`src/hw/rtl/fwnp_pkg.sv`:
```
// Package for the FIFO with negative purge: sizes, command codes, state type
// and the structs passed between the controller, the cells and the top level.
// No dependencies.
`default_nettype none

package fwnp_pkg;

    // Queue geometry
    localparam int DEPTH  = 16;
    localparam int DATA_W = 32;
    localparam int IDX_W  = (DEPTH > 1) ? $clog2(DEPTH) : 1;
    localparam int CNT_W  = $clog2(DEPTH + 1);

    // Stream packing
    localparam int CMD_W       = 2;
    localparam int S_FIELDS_W  = CMD_W + DATA_W;
    localparam int S_TDATA_W   = ((S_FIELDS_W + 7) / 8) * 8;
    localparam int M_FIELDS_W  = DATA_W + 2 + CNT_W;
    localparam int M_TDATA_W   = ((M_FIELDS_W + 7) / 8) * 8;

    // Command codes
    typedef enum logic [CMD_W-1:0] {
        CMD_ENQUEUE = 2'd0,
        CMD_DEQUEUE = 2'd1,
        CMD_PURGE   = 2'd2
    } cmd_t;

    // Controller states
    typedef enum logic {
        ST_IDLE,
        ST_PURGE
    } state_t;

    // Control to the row of cells
    typedef struct packed {
        logic             shift;    // every cell takes its upper neighbour's entry
        logic             wr_en;    // load one cell with wr_data
        logic [IDX_W-1:0] wr_idx;
        logic [DATA_W-1:0] wr_data;
    } cell_ctrl_t;

    // One finished result item
    typedef struct packed {
        logic              valid;
        logic [DATA_W-1:0] read_value;
        logic              empty_error;
        logic              full_error;
        logic [CNT_W-1:0]  entry_count;
    } result_t;

endpackage

`default_nettype wire

```
`src/hw/rtl/fifo_with_negative_purge.sv`:
```
// Top level of the FIFO with negative purge: row of storage cells, controller
// and output register. Depends on fwnp_pkg, fwnp_cell and fwnp_ctrl.
//
// Usage:
//   s_ channel carries one command item: enqueue a value, dequeue the oldest
//   entry, or purge every negative entry. m_ channel returns exactly one
//   result item per command with the dequeued value, the empty and full
//   error flags and the entry count after the command.
//   Entries live in a row of DEPTH cells, oldest in cell 0. A dequeue shifts
//   the whole row down by one; an enqueue loads the cell at the tail.
//   For enqueue, dequeue, unused codes and a purge of an empty queue the
//   result is registered and shows on m_ the cycle after accept.
//   A purge of N entries makes one cell shift per entry, the head
//   being re-loaded at the tail when it is not negative; its result appears
//   after the last step. s_tready is low while a purge runs.
//   Throughput is one item per cycle for enqueue and dequeue while m_tready
//   stays high.
//   When the receiver stalls, the result holds in the output register and
//   a new item is taken only once it has been accepted.
//   Synchronous reset empties the queue and drops any pending result.
`default_nettype none

module fifo_with_negative_purge (
    input  wire logic                           aclk,
    input  wire logic                           aresetn,
    input  wire logic                           s_tvalid,
    output logic                                s_tready,
    // [1:0] command, [33:2] value, rest zero
    input  wire logic [fwnp_pkg::S_TDATA_W-1:0] s_tdata,
    output logic                                m_tvalid,
    input  wire logic                           m_tready,
    // [31:0] read_value, [32] empty_error, [33] full_error, [38:34] entry_count
    output logic      [fwnp_pkg::M_TDATA_W-1:0] m_tdata
);
    import fwnp_pkg::*;

    cell_ctrl_t        cell_ctrl;
    result_t           result;
    logic [DATA_W-1:0] cell_data [DEPTH];
    logic              out_free;

    logic              m_tvalid_reg;
    logic [M_FIELDS_W-1:0] m_fields_reg;

    assign out_free = !m_tvalid_reg || m_tready;

    fwnp_ctrl u_ctrl (
        .aclk      (aclk),
        .aresetn   (aresetn),
        .in_valid  (s_tvalid),
        .in_cmd    (s_tdata[CMD_W-1:0]),
        .in_value  (s_tdata[S_FIELDS_W-1:CMD_W]),
        .out_free  (out_free),
        .head_data (cell_data[0]),
        .in_ready  (s_tready),
        .cell_ctrl (cell_ctrl),
        .result    (result)
    );

    // Row of cells, each fed by its upper neighbour
    for (genvar i = 0; i < DEPTH; i++) begin : g_cell
        logic [DATA_W-1:0] upper;
        logic              load;

        if (i < DEPTH - 1) begin : g_mid
            assign upper = cell_data[i+1];
        end else begin : g_top
            assign upper = '0;
        end

        assign load = cell_ctrl.wr_en && (cell_ctrl.wr_idx == IDX_W'(i));

        fwnp_cell u_cell (
            .aclk       (aclk),
            .shift      (cell_ctrl.shift),
            .load       (load),
            .load_data  (cell_ctrl.wr_data),
            .upper_data (upper),
            .data       (cell_data[i])
        );
    end

    // Output register
    always_ff @(posedge aclk) begin
        if (!aresetn) begin
            m_tvalid_reg <= 1'b0;
        end else if (result.valid) begin
            m_tvalid_reg <= 1'b1;
        end else if (m_tready) begin
            m_tvalid_reg <= 1'b0;
        end
    end

    always_ff @(posedge aclk) begin
        if (result.valid) begin
            m_fields_reg <= {result.entry_count, result.full_error,
                             result.empty_error, result.read_value};
        end
    end

    assign m_tvalid = m_tvalid_reg;
    assign m_tdata  = M_TDATA_W'(m_fields_reg);

    // Checks
    a_count_bound: assert property (@(posedge aclk) disable iff (!aresetn)
        m_tvalid |-> (m_tdata[M_FIELDS_W-1:DATA_W+2] <= CNT_W'(DEPTH)))
        else $error("entry count above depth");

    a_one_error: assert property (@(posedge aclk) disable iff (!aresetn)
        m_tvalid |-> !(m_tdata[DATA_W] && m_tdata[DATA_W+1]))
        else $error("empty and full error together");

    a_empty_zero: assert property (@(posedge aclk) disable iff (!aresetn)
        (m_tvalid && m_tdata[DATA_W]) |-> (m_tdata[DATA_W-1:0] == '0))
        else $error("empty dequeue with non-zero value");

    a_no_accept_overwrite: assert property (@(posedge aclk) disable iff (!aresetn)
        (m_tvalid && !m_tready) |-> !s_tready)
        else $error("input taken while result stalled");

endmodule

`default_nettype wire

```
`src/hw/rtl/fwnp_cell.sv`:
```
// One storage cell of the queue row: holds a single entry and either keeps
// it, takes its upper neighbour's entry on a shift, or loads a new value.
// Depends on fwnp_pkg.
`default_nettype none

module fwnp_cell (
    input  wire logic                       aclk,
    input  wire logic                       shift,
    input  wire logic                       load,
    input  wire logic [fwnp_pkg::DATA_W-1:0] load_data,
    input  wire logic [fwnp_pkg::DATA_W-1:0] upper_data,
    output logic      [fwnp_pkg::DATA_W-1:0] data
);
    import fwnp_pkg::*;

    logic [DATA_W-1:0] data_reg;
    logic [DATA_W-1:0] data_next;

    // load wins over shift: during a purge the kept entry lands at the tail
    always_comb begin
        if (load) begin
            data_next = load_data;
        end else if (shift) begin
            data_next = upper_data;
        end else begin
            data_next = data_reg;
        end
    end

    // payload only, no reset
    always_ff @(posedge aclk) begin
        data_reg <= data_next;
    end

    assign data = data_reg;

endmodule

`default_nettype wire

```
`src/hw/rtl/fwnp_ctrl.sv`:
```
// Queue controller: entry count, purge sequencer and result generation.
// Drives the cell row through a cell_ctrl_t struct. Depends on fwnp_pkg.
`default_nettype none

module fwnp_ctrl (
    input  wire logic                        aclk,
    input  wire logic                        aresetn,
    input  wire logic                        in_valid,
    input  wire logic [fwnp_pkg::CMD_W-1:0]  in_cmd,
    input  wire logic [fwnp_pkg::DATA_W-1:0] in_value,
    input  wire logic                        out_free,
    input  wire logic [fwnp_pkg::DATA_W-1:0] head_data,
    output logic                             in_ready,
    output fwnp_pkg::cell_ctrl_t             cell_ctrl,
    output fwnp_pkg::result_t                result
);
    import fwnp_pkg::*;

    state_t           state_reg, state_next;
    logic [CNT_W-1:0] count_reg, count_next;
    logic [CNT_W-1:0] remain_reg, remain_next;
    logic             accept;
    logic             keep;
    logic [CNT_W-1:0] tail_idx;

    assign in_ready = (state_reg == ST_IDLE) && out_free;
    assign accept   = in_valid && in_ready;
    assign keep     = ~head_data[DATA_W-1];
    assign tail_idx = count_reg - CNT_W'(1);

    // Next state
    always_comb begin
        state_next = state_reg;
        case (state_reg)
            ST_IDLE: begin
                if (accept && (cmd_t'(in_cmd) == CMD_PURGE) && (count_reg != '0)) begin
                    state_next = ST_PURGE;
                end
            end
            ST_PURGE: begin
                if (remain_reg == CNT_W'(1)) begin
                    state_next = ST_IDLE;
                end
            end
            default: state_next = ST_IDLE;
        endcase
    end

    // Outputs and datapath
    always_comb begin
        cell_ctrl   = '0;
        result      = '0;
        count_next  = count_reg;
        remain_next = remain_reg;
        case (state_reg)
            ST_IDLE: begin
                if (accept) begin
                    result.valid = 1'b1;
                    case (cmd_t'(in_cmd))
                        CMD_ENQUEUE: begin
                            if (count_reg == CNT_W'(DEPTH)) begin
                                result.full_error = 1'b1;
                            end else begin
                                cell_ctrl.wr_en   = 1'b1;
                                cell_ctrl.wr_idx  = count_reg[IDX_W-1:0];
                                cell_ctrl.wr_data = in_value;
                                count_next        = count_reg + CNT_W'(1);
                            end
                        end
                        CMD_DEQUEUE: begin
                            if (count_reg == '0) begin
                                result.empty_error = 1'b1;
                            end else begin
                                cell_ctrl.shift   = 1'b1;
                                result.read_value = head_data;
                                count_next        = count_reg - CNT_W'(1);
                            end
                        end
                        CMD_PURGE: begin
                            // empty queue: nothing to scan, answer at once
                            if (count_reg != '0) begin
                                result.valid = 1'b0;
                                remain_next  = count_reg;
                            end
                        end
                        default: ;
                    endcase
                    result.entry_count = count_next;
                end
            end
            ST_PURGE: begin
                // pop the head; a non-negative entry goes straight back at the tail
                cell_ctrl.shift = 1'b1;
                if (keep) begin
                    cell_ctrl.wr_en   = 1'b1;
                    cell_ctrl.wr_idx  = tail_idx[IDX_W-1:0];
                    cell_ctrl.wr_data = head_data;
                end else begin
                    count_next = count_reg - CNT_W'(1);
                end
                remain_next = remain_reg - CNT_W'(1);
                if (remain_reg == CNT_W'(1)) begin
                    result.valid       = 1'b1;
                    result.entry_count = count_next;
                end
            end
            default: ;
        endcase
    end

    always_ff @(posedge aclk) begin
        if (!aresetn) begin
            state_reg  <= ST_IDLE;
            count_reg  <= '0;
            remain_reg <= '0;
        end else begin
            state_reg  <= state_next;
            count_reg  <= count_next;
            remain_reg <= remain_next;
        end
    end

endmodule

`default_nettype wire

```
`config.mk`:
```
export PLATFORM = sky130hd
export DESIGN_NAME = fifo_with_negative_purge
export DESIGN_NICKNAME = d
export VERILOG_FILES = /design/src/hw/rtl/fwnp_pkg.sv /design/src/hw/rtl/fifo_with_negative_purge.sv /design/src/hw/rtl/fwnp_cell.sv /design/src/hw/rtl/fwnp_ctrl.sv
export SDC_FILE = /design/constraint.sdc
export NUM_CORES = 1
export LEC_CHECK = 0
export ABC_AREA = 1
export CORE_ASPECT_RATIO = 0.75
export CORE_MARGIN = 10
export CORE_UTILIZATION = 39
export DETAILED_ROUTE_END_ITERATION = 10
export DONT_BUFFER_PORTS = 1
export GPL_TIMING_DRIVEN = 0
export PLACE_DENSITY_LB_ADDON = 0.08
export REMOVE_ABC_BUFFERS = 1
export SLEW_MARGIN = 20
export SYNTH_ARGS = -nofsm -noshare
export SYNTH_HDL_FRONTEND = slang
export SYNTH_SLANG_ARGS = --single-unit
export TNS_END_PERCENT = 1
```
`constraint.sdc`:
```
create_clock -name aclk -period 5.4 [get_ports aclk]
set_input_delay 0 -clock aclk [delete_from_list [all_inputs] [get_ports aclk]]
set_output_delay 0 -clock aclk [all_outputs]
set_load 0.02 [all_outputs]
```
Word level (Yosys, flattened, before mapping). Index checks and enable logic that the tools add are counted.

Output and inout port bits: 42. Bits of input ports: 44. Register bits after elaboration: 563.

Bitwise operators: 4. Equality and inequality tests: 22. $add $sub $neg: 3. Reduce and logical (&&, ||, !) cells: 47. Mux-type cells: 66.

Operators by type and width (number): $mux 32 (33); $mux 37 (3); $pmux 38 s2 (1); $mux 40 (1); $mux 5 (8); $pmux 5 s2 (4); $mux 38 (1); $reduce_bool 2->1 (17); $mux 33 (1); $eq 4x4->1 const B (8); $logic_and 1x1->1 (20); $eq 4x3->1 const B (4); $mux 1 (12); $sub 5x1->5 const B (2); $eq 4x2->1 const B (2); $reduce_or 3->1 (2); $add 5x1->5 const B (1); $eq 5x1->1 const B (1); $eq 5x5->1 const B (1); $logic_not 5->1 (1); $reduce_bool 5->1 (1); $eq 4x1->1 const B (1); $logic_not 4->1 (1); $ne 2x2->1 const B (2); 10 further kinds (14).

Longest topological paths before layout. Gate-level depths: netlist of the first run.

Word-level depth: 9. Depth in mapped cells: 15. Gate-level depth less buffers: 13.

Cells and area by module. From an unflattened synthesis of the first run, not the netlist that was laid out.

Cells, all modules: 2601. Area, all modules: 25569.5 µm².

By module, submodules not included: fwnp_cell (area each 1401.3 µm², times used 16, cells an instance 137); fwnp_ctrl (area each 1799.2 µm², times used 1, cells an instance 330); fifo_with_negative_purge (area each 1348.8 µm², times used 1, cells an instance 79).

Worst setup path before layout of the first run. OpenSTA, ideal clock, no wires.

Kind: reg-to-reg. From: register u_ctrl.count_reg[0]. To: register g_cell[1].u_cell.data_reg[0] (enable). Required time: 4934 ps. Stages on the path, launching flop included: 10. Setup time: 466 ps. Data arrival time: 4049 ps. Slack: 886 ps. Path through: dfxtp_1 -> inv_1 -> ha_1 -> nand3_2 -> ha_1 -> nand2_1 -> o21ai_1 -> nand3_2 -> clkbuf_1 -> o21ai_0.

Cells in the longest elaborated chain, start to end: 8.

RTL lines: from (decl) (RTL line fwnp_ctrl.sv:20) `logic [CNT_W-1:0] count_reg, count_next;`; from (signal assigned) (RTL line fwnp_ctrl.sv:118) `count_reg <= count_next;`; branches (longest 4 deep; another with $sub 5x1->5); $pmux 38 s2 (*) (RTL line fwnp_ctrl.sv:55) `case (state_reg)`; $eq 4x1->1 (RTL line fifo_with_negative_purge.sv:71) `assign load = cell_ctrl.wr_en && (cell_ctrl.wr_idx == IDX_W'(i));`; $logic_and 1x1->1 (RTL line fifo_with_negative_purge.sv:71); $reduce_bool 2->1 (no source line) (*); to (signal assigned) (RTL line fwnp_cell.sv:32) `data_reg <= data_next;`; to (decl) (RTL line fwnp_cell.sv:16) `logic [DATA_W-1:0] data_reg;`.

Every way passes the cells marked *. A chain may end at the register's enable or synchronous reset.

Worst setup path in the final report of the first run.
From: register u_ctrl.state_reg. To: register g_cell[8].u_cell.data_reg[1] (enable).

Cells in the longest elaborated chain, start to end: 8.

RTL lines: from (decl) (RTL line fwnp_ctrl.sv:19) `state_t state_reg, state_next;`; from (signal assigned) (RTL line fwnp_ctrl.sv:117) `state_reg <= state_next;`; $not 1->1 (RTL line fwnp_ctrl.sv:26, fwnp_ctrl.sv:55); $logic_and 1x1->1 (RTL line fwnp_ctrl.sv:26) `assign in_ready = (state_reg == ST_IDLE) && out_free;`; $logic_and 1x1->1 (RTL line fwnp_ctrl.sv:27) `assign accept = in_valid && in_ready;`; $mux 38 (RTL line fwnp_ctrl.sv:57) `if (accept) begin`; $pmux 38 s2 (*) (RTL line fwnp_ctrl.sv:55); $eq 4x4->1 (RTL line fifo_with_negative_purge.sv:71); $logic_and 1x1->1 (RTL line fifo_with_negative_purge.sv:71); $reduce_bool 2->1 (no source line) (*); to (signal assigned) (RTL line fwnp_cell.sv:32); to (decl) (RTL line fwnp_cell.sv:16).

Mark *: on every way between the ends. The rest lies on a longest branch, timed or not.

==> impl_metrics.env, run 1 <==
export IMPL_synth_seq_cells=563
export IMPL_io_pins=86
export IMPL_power_mw=10.2
export IMPL_post_route_util_pct=44.8
export IMPL_wl_per_cell_um=22.1
export IMPL_largest_reg_flops=512
export IMPL_grt_ovfl_total=0
export IMPL_vias=18300
export IMPL_skew_ps=26.4
export IMPL_cts_sinks=563
export IMPL_cts_buffers=56
export IMPL_hold_violations=0
export IMPL_worstSetupPathType="reg -> reg"
export IMPL_cap_violations=0
export IMPL_grt_max_degree=58
export IMPL_drt_iter0_drc=1988
export IMPL_hold_path_cell_count=2
export IMPL_initial_core_util_pct=39.5
export IMPL_synth_top_cell_area_share_pct=64.3
export IMPL_worst_pin_slew_ps=1180
export IMPL_antenna_left=0
export IMPL_synth_top_cell_by_area="edfxtp_1"
export IMPL_hpwl_mm=50.4
export IMPL_fmax_mhz=194
export IMPL_holdPathEnd="m_fields_reg[32]"
export IMPL_drive_above_1_share_pct=6.73
export IMPL_place_gp_congestion=0.814
export IMPL_drv_slew=0
export IMPL_min_from="s_tvalid"
export IMPL_port_buffer_count=0
export IMPL_status="completed"
export IMPL_core_rowCount=81
export IMPL_start_kind="register"
export IMPL_grt_pass1_wl_mm=116
export IMPL_clkTransAtPathRegs_ps=70
export IMPL_synth_cell_types=38
export IMPL_synth_edff_count=551
export IMPL_insertion_delay_ps=630
export IMPL_synthesis_area_per_instance_um2=9.65
export IMPL_htreeDepth=2
export IMPL_area_growth_pct=13.6
export IMPL_max_clock_path_buffers=3
export IMPL_die_area_mm2=0.0768
export IMPL_cts_tree="built"
export IMPL_die_h_um=243
export IMPL_relSlewSlack_pct=21.0
export IMPL_finalNetCount=2681
export IMPL_grt_pass1_vias=17700
export IMPL_synth_async_reset_ratio_pct=0
export IMPL_crit_reg2reg_launch="u_ctrl.state_reg"
export IMPL_drtPass1Iterations=6
export IMPL_yosys_top_cells_count="nand2_1, edfxtp_1, inv_1"
export IMPL_post_cts_buffers=0
export IMPL_synth_area_leaders="edfxtp_1, nand2_1, buf_2"
export IMPL_fin_crit_ps=5140
export IMPL_syn_cell_area_mm2=0.0257
export IMPL_ys_flop_type="edfxtp_1"
export IMPL_grt_total_usage_pct=20.0
export IMPL_crit_path_end_kind="register"
export IMPL_leakagePower_nw=11.9
export IMPL_synth_seq_area_share_pct=65.2
export IMPL_synth_most_common_cell="nand2_1"
export IMPL_tns_ps=0
export IMPL_reg2reg_depth=9
export IMPL_rsz0062_at_grt="no"
export IMPL_cts_root_buf="clkbuf_16"
export IMPL_syn_inst=2669
export IMPL_critical_path_peak_fanout=35
export IMPL_cp_required_ps=5710
export IMPL_routed_via_density=5.15
export IMPL_wl_mm=78.4
export IMPL_finalCritPeriodShare_pct=95.3
export IMPL_arrival_ps=5450
export IMPL_power_density_mw_per_mm2=348
export IMPL_rrSetupSlack_ps=260
export IMPL_hold_class="in -> reg"
export IMPL_ys_warn_count=0
export IMPL_antenna_found_initial=5
export IMPL_drc=0
export IMPL_core_area_mm2=0.0653
export IMPL_r2r_end="g_cell[8].u_cell.data[1]"
export IMPL_setup_ws_ps=256
export IMPL_setup_violations=0
export IMPL_worst_ir_drop_vdd_v=0.000184
export IMPL_die_width_um=317
export IMPL_pre_cts_ws_ps=-1030
[cell families after synthesis]
logic type | Yosys count | synth area share, %
buffers and inverters | 304 | 5.30
XOR/XNOR | 5 | 0.170
other | 1 | 0.0146
AND/OR/NAND/NOR | 1658 | 25.7
adder cells (fa/ha/maj) | 6 | 0.292
flip-flops | 563 | 65.2
AO/OA/AOI/OAI | 132 | 3.29
[layout by cell type (no fill, tap or decap), types with 18 or more instances in the layout]
cell type         n
nand4_1          64
nand2_2          22
buf_16           27
nand2_1        1399
edfxtp_1        551
clkinv_1         18
nor2_1           52
clkbuf_16        58
inv_1           121
clkbuf_1         19
nand3_1          79
nor2_4           18
dlygate4sd3_1    38
o21bai_1         65
a21oi_1          43
[through the flow]
step	area (um^2)	hold WS [ps]	instances
detailed placement	27100	154	3403
CTS	29200	9.03	3545
global placement	26000	138	3367
floorplan	24900	130	2496
global route	29200	17.3	3546
finish	29200	18.2	3547
[final cells by class]
class / instances / area, um^2
repair buffers: 74 / 1300
diodes: 1 / 2.50
fillers: 6189 / 36000
multi-input cells: 1805 / 7910
well taps: 871 / 1090
clock inverters: 25 / 141
flip-flops and latches: 563 / 16800
inverters: 131 / 497
clock buffers: 77 / 1520
[report_power, final]
part / total (mW) / switching [mW] / internal (mW)
Combinational: 1.08 / 0.792 / 0.284
Sequential: 5.43 / 0.175 / 5.25
Clock: 3.68 / 1.67 / 2.01
Total: 10.2 / 2.64 / 7.54
[critical path, cell delays in order (launching register included)]
cell and delay (ps):
dfxtp_1 780, inv_2 320, nand3_2 490, nor2_1 270, nor2_4 570, nand3_4 560
inv_4 550, nand2_4 430, nand2_2 520, buf_16 240
[layer usage]
layer,GRT usage [%],routed length (um),up-vias
met5,0,0,-
met4,4.77,1590,0
met3,4.58,6600,97
met2,29.0,33200,670
met1,29.8,37000,8859
li1,-,-,8655
[worst max-delay path by stage]
stage,depth (start not counted),to,slack [ps],from
after CTS,8,g_cell[4].u_cell.data[31],30,u_ctrl.state_reg
after detailed placement,9,g_cell[12].u_cell.data[11],-1030,u_ctrl.state_reg
after global routing,8,g_cell[4].u_cell.data[31],80,u_ctrl.state_reg
after global placement,5,g_cell[1].u_cell.data[16],-4560,u_ctrl.state_reg
final,9,g_cell[8].u_cell.data[1],260,u_ctrl.state_reg
after floorplan,8,g_cell[1].u_cell.data[0],-950,u_ctrl.count_reg[0]
[repair_timing]
action | in CTS | in global routing
endpoints found under the setup margin | 320 | 82
hold buffers | 38 | 0
cloned | 2 | 1
endpoints found under the hold margin | 64 | 0
pin swaps | 2 | 1
resized for setup | 7 | 2
(Power assumes the default switching activity.)
==> inputs of run 2 (changes only) <==
--- a/config.mk
+++ b/config.mk
@@ -5,7 +5,6 @@
 export SDC_FILE = /design/constraint.sdc
 export NUM_CORES = 1
 export LEC_CHECK = 0
-export ABC_AREA = 1
 export CORE_ASPECT_RATIO = 0.75
 export CORE_MARGIN = 10
 export CORE_UTILIZATION = 39
==> impl_metrics.env, run 2 <==
export IMPL_synth_edff_count=551
export IMPL_port_buffer_count=0
export IMPL_reg2reg_depth=9
export IMPL_ys_warn_count=0
export IMPL_io_pins=86
export IMPL_min_from="s_tdata[14]"
export IMPL_largest_reg_flops=512
export IMPL_die_area_mm2=0.0739
export IMPL_post_route_util_pct=45.9
export IMPL_skew_ps=18.5
export IMPL_status="completed"
export IMPL_core_area_mm2=0.0624
export IMPL_hold_class="in -> reg"
export IMPL_post_cts_buffers=0
export IMPL_cp_required_ps=5640
export IMPL_crit_path_max_incr_delay_ps=790
export IMPL_synth_top_cell_by_area="edfxtp_1"
export IMPL_grt_total_usage_pct=19.2
export IMPL_synthMuxAreaShare_pct=12.3
export IMPL_synth_cell_types=67
export IMPL_setup_violations=0
export IMPL_multi_input_area_mm2=0.00755
export IMPL_rsz0062_at_grt="no"
export IMPL_worst_pin_slew_ps=1070
export IMPL_wl_mm=74.4
export IMPL_ff_latch_area_mm2=0.0168
export IMPL_critical_path_peak_fanout=37
export IMPL_path_common_cell="ha_1"
export IMPL_finalCritPeriodShare_pct=95.3
export IMPL_synth_seq_cells=563
export IMPL_cp_cell_sequence="inv_1 -> ha_1 -> nand4bb_4 -> ha_1 -> a41oi_1 -> nand2_4 -> nor2b_4 -> buf_12 -> nand2b_4"
export IMPL_routed_via_density=5.73
export IMPL_syn_inst=1718
export IMPL_grt_pass1_wl_mm=106
export IMPL_crit_path_end_kind="register"
export IMPL_yosys_top_cells_count="edfxtp_1, a21oi_1, o21ai_0"
export IMPL_clkTransAtPathRegs_ps=60
export IMPL_synth_compound_area_share_pct=11.4
export IMPL_arrival_ps=5390
export IMPL_hpwl_mm=43.5
export IMPL_syn_cell_area_mm2=0.0247
export IMPL_start_kind="register"
export IMPL_htreeDepth=2
export IMPL_synth_top_family_by_area="multiplexers"
export IMPL_drtPass1Iterations=5
export IMPL_synth_most_common_cell="edfxtp_1"
export IMPL_die_h_um=238
export IMPL_synth_xor_area_share_pct=0.177
export IMPL_worstSetupPathType="reg -> reg"
export IMPL_grt_ovfl_total=0
export IMPL_drc=0
export IMPL_die_width_um=311
export IMPL_core_rowCount=79
export IMPL_power_density_mw_per_mm2=353
export IMPL_relSlewSlack_pct=28.4
export IMPL_crit_reg2reg_launch="u_ctrl.count_reg[1]"
export IMPL_synth_async_reset_ratio_pct=0
export IMPL_layout_commonest_cell="edfxtp_1"
export IMPL_cap_violations=0
export IMPL_grt_max_degree=41
export IMPL_drv_slew=0
export IMPL_cts_sinks=563
export IMPL_cts_tree="built"
export IMPL_synth_area_leaders="edfxtp_1, mux2_2, a21oi_1"
export IMPL_synth_top_cell_area_share_pct=67.0
export IMPL_cts_buffers=58
export IMPL_fill_cells=5564
export IMPL_fin_crit_ps=5150
export IMPL_drive_above_1_share_pct=19.6
export IMPL_cts_root_buf="clkbuf_16"
export IMPL_antenna_left=0
export IMPL_wl_per_cell_um=28.1
export IMPL_initial_core_util_pct=39.6
export IMPL_antenna_cells_inserted=0
export IMPL_vias=15200
export IMPL_area_growth_pct=15.8
export IMPL_max_clock_path_buffers=3
export IMPL_startpoint="u_ctrl.count_reg[1]"
export IMPL_grt_pass1_vias=14800
export IMPL_ys_flop_type="edfxtp_1"
export IMPL_place_gp_congestion=0.768
export IMPL_fmax_mhz=194
export IMPL_hold_violations=0
export IMPL_worst_ir_drop_vdd_v=0.000235
export IMPL_synth_seq_area_share_pct=67.9
export IMPL_insertion_delay_ps=620
export IMPL_post_synth_and_or_nand_nor_area_fraction_pct=5.05
export IMPL_drt_iter0_drc=1515
export IMPL_hold_path_cell_count=2
export IMPL_mostFrequentLayoutCells="edfxtp_1, a21oi_1, mux2_2, o21ai_0, mux2_1"
export IMPL_leakagePower_nw=9.47
export IMPL_synth_adder_area_share_pct=0.304
export IMPL_power_mw=10.1
export IMPL_synthesis_area_per_instance_um2=14.4
export IMPL_slowest_stage="nor2b_4"
export IMPL_antenna_found_initial=2
export IMPL_finalNetCount=1801
run 2: changes by cell type in the layout (fill, tap and decap cells not counted), moves of 63 or more:
cell	delta
mux2_1	+99
o21bai_1	-64
inv_1	-113
nand3_1	-75
nand2_1	-1311
mux2_2	+132
a21oi_1	+227
o21ai_0	+123
nand4_1	-63
run 2: repair_timing:
item	in CTS	in global routing
gates resized for setup	1	2
hold buffers	39	0
setup endpoints to repair	115	83
gates cloned	1	2
endpoints found under the hold margin	428	0
run 2: final timing paths:
kind | endpoint | slack (ps)
setup / recovery | g_cell[14].u_cell.data[18] | 250
hold / removal | g_cell[4].u_cell.data[12] | 30
setup reg to reg | g_cell[14].u_cell.data[18] | 250
hold reg to reg | u_ctrl.remain_reg[4] | 510
run 2: final cells by class:
cell class / instances / share of cell area (%)
clock buffers: 73 / 5.34
inverters: 9 / 0.118
repair buffers: 98 / 5.24
multi-input cells: 1021 / 26.4
well taps: 850 / 3.72
flip-flops and latches: 563 / 58.7
clock inverters: 33 / 0.533
run 2: report_power, final:
part | internal (mW) | leakage (nW) | total (mW) | switching, mW
Combinational | 0.319 | 3.46 | 1.01 | 0.695
Sequential | 5.24 | 5.19 | 5.39 | 0.154
Clock | 1.99 | 0.819 | 3.70 | 1.71
run 2: metrics by stage:
stage | std cells | area (um^2) | hold WS [ps] | setup slack, ps | TNS, ps
after detailed placement | 2499 | 26500 | 136 | -154 | -10690
final | 2647 | 28600 | 26.7 | 252 | 0
after floorplan | 1590 | 24000 | 118 | -2340 | -341940
after CTS | 2645 | 28600 | 0.131 | 0.433 | 0
after global routing | 2647 | 28600 | 34.3 | 49.5 | 0
after global placement | 2440 | 25100 | 120 | -9780 | -5174680
run 2: cells by family after synthesis:
logic type | count (synthesis)
mux | 261
xor+xnor | 5
simple gates | 243
other cells | 1
fa+ha+maj | 6
compound gates | 502
buf+inv | 137
flops | 563
run 2: layer usage:
layer	share of wire, %	track usage, %	vias up
li1	-	-	6669
met1	47	27.5	7912
met2	46	30.5	521
met3	6.3	3.47	72
met4	1.3	3.61	0
met5	0	0	-
run 2: worst max-delay path, delay by kind of cell, from the launching register on:
kind | cells | cell delay (ps)
compound gates | 1 | 780
fa+ha+maj | 2 | 760
buf+inv | 2 | 440
flops | 1 | 470
simple gates | 4 | 2270
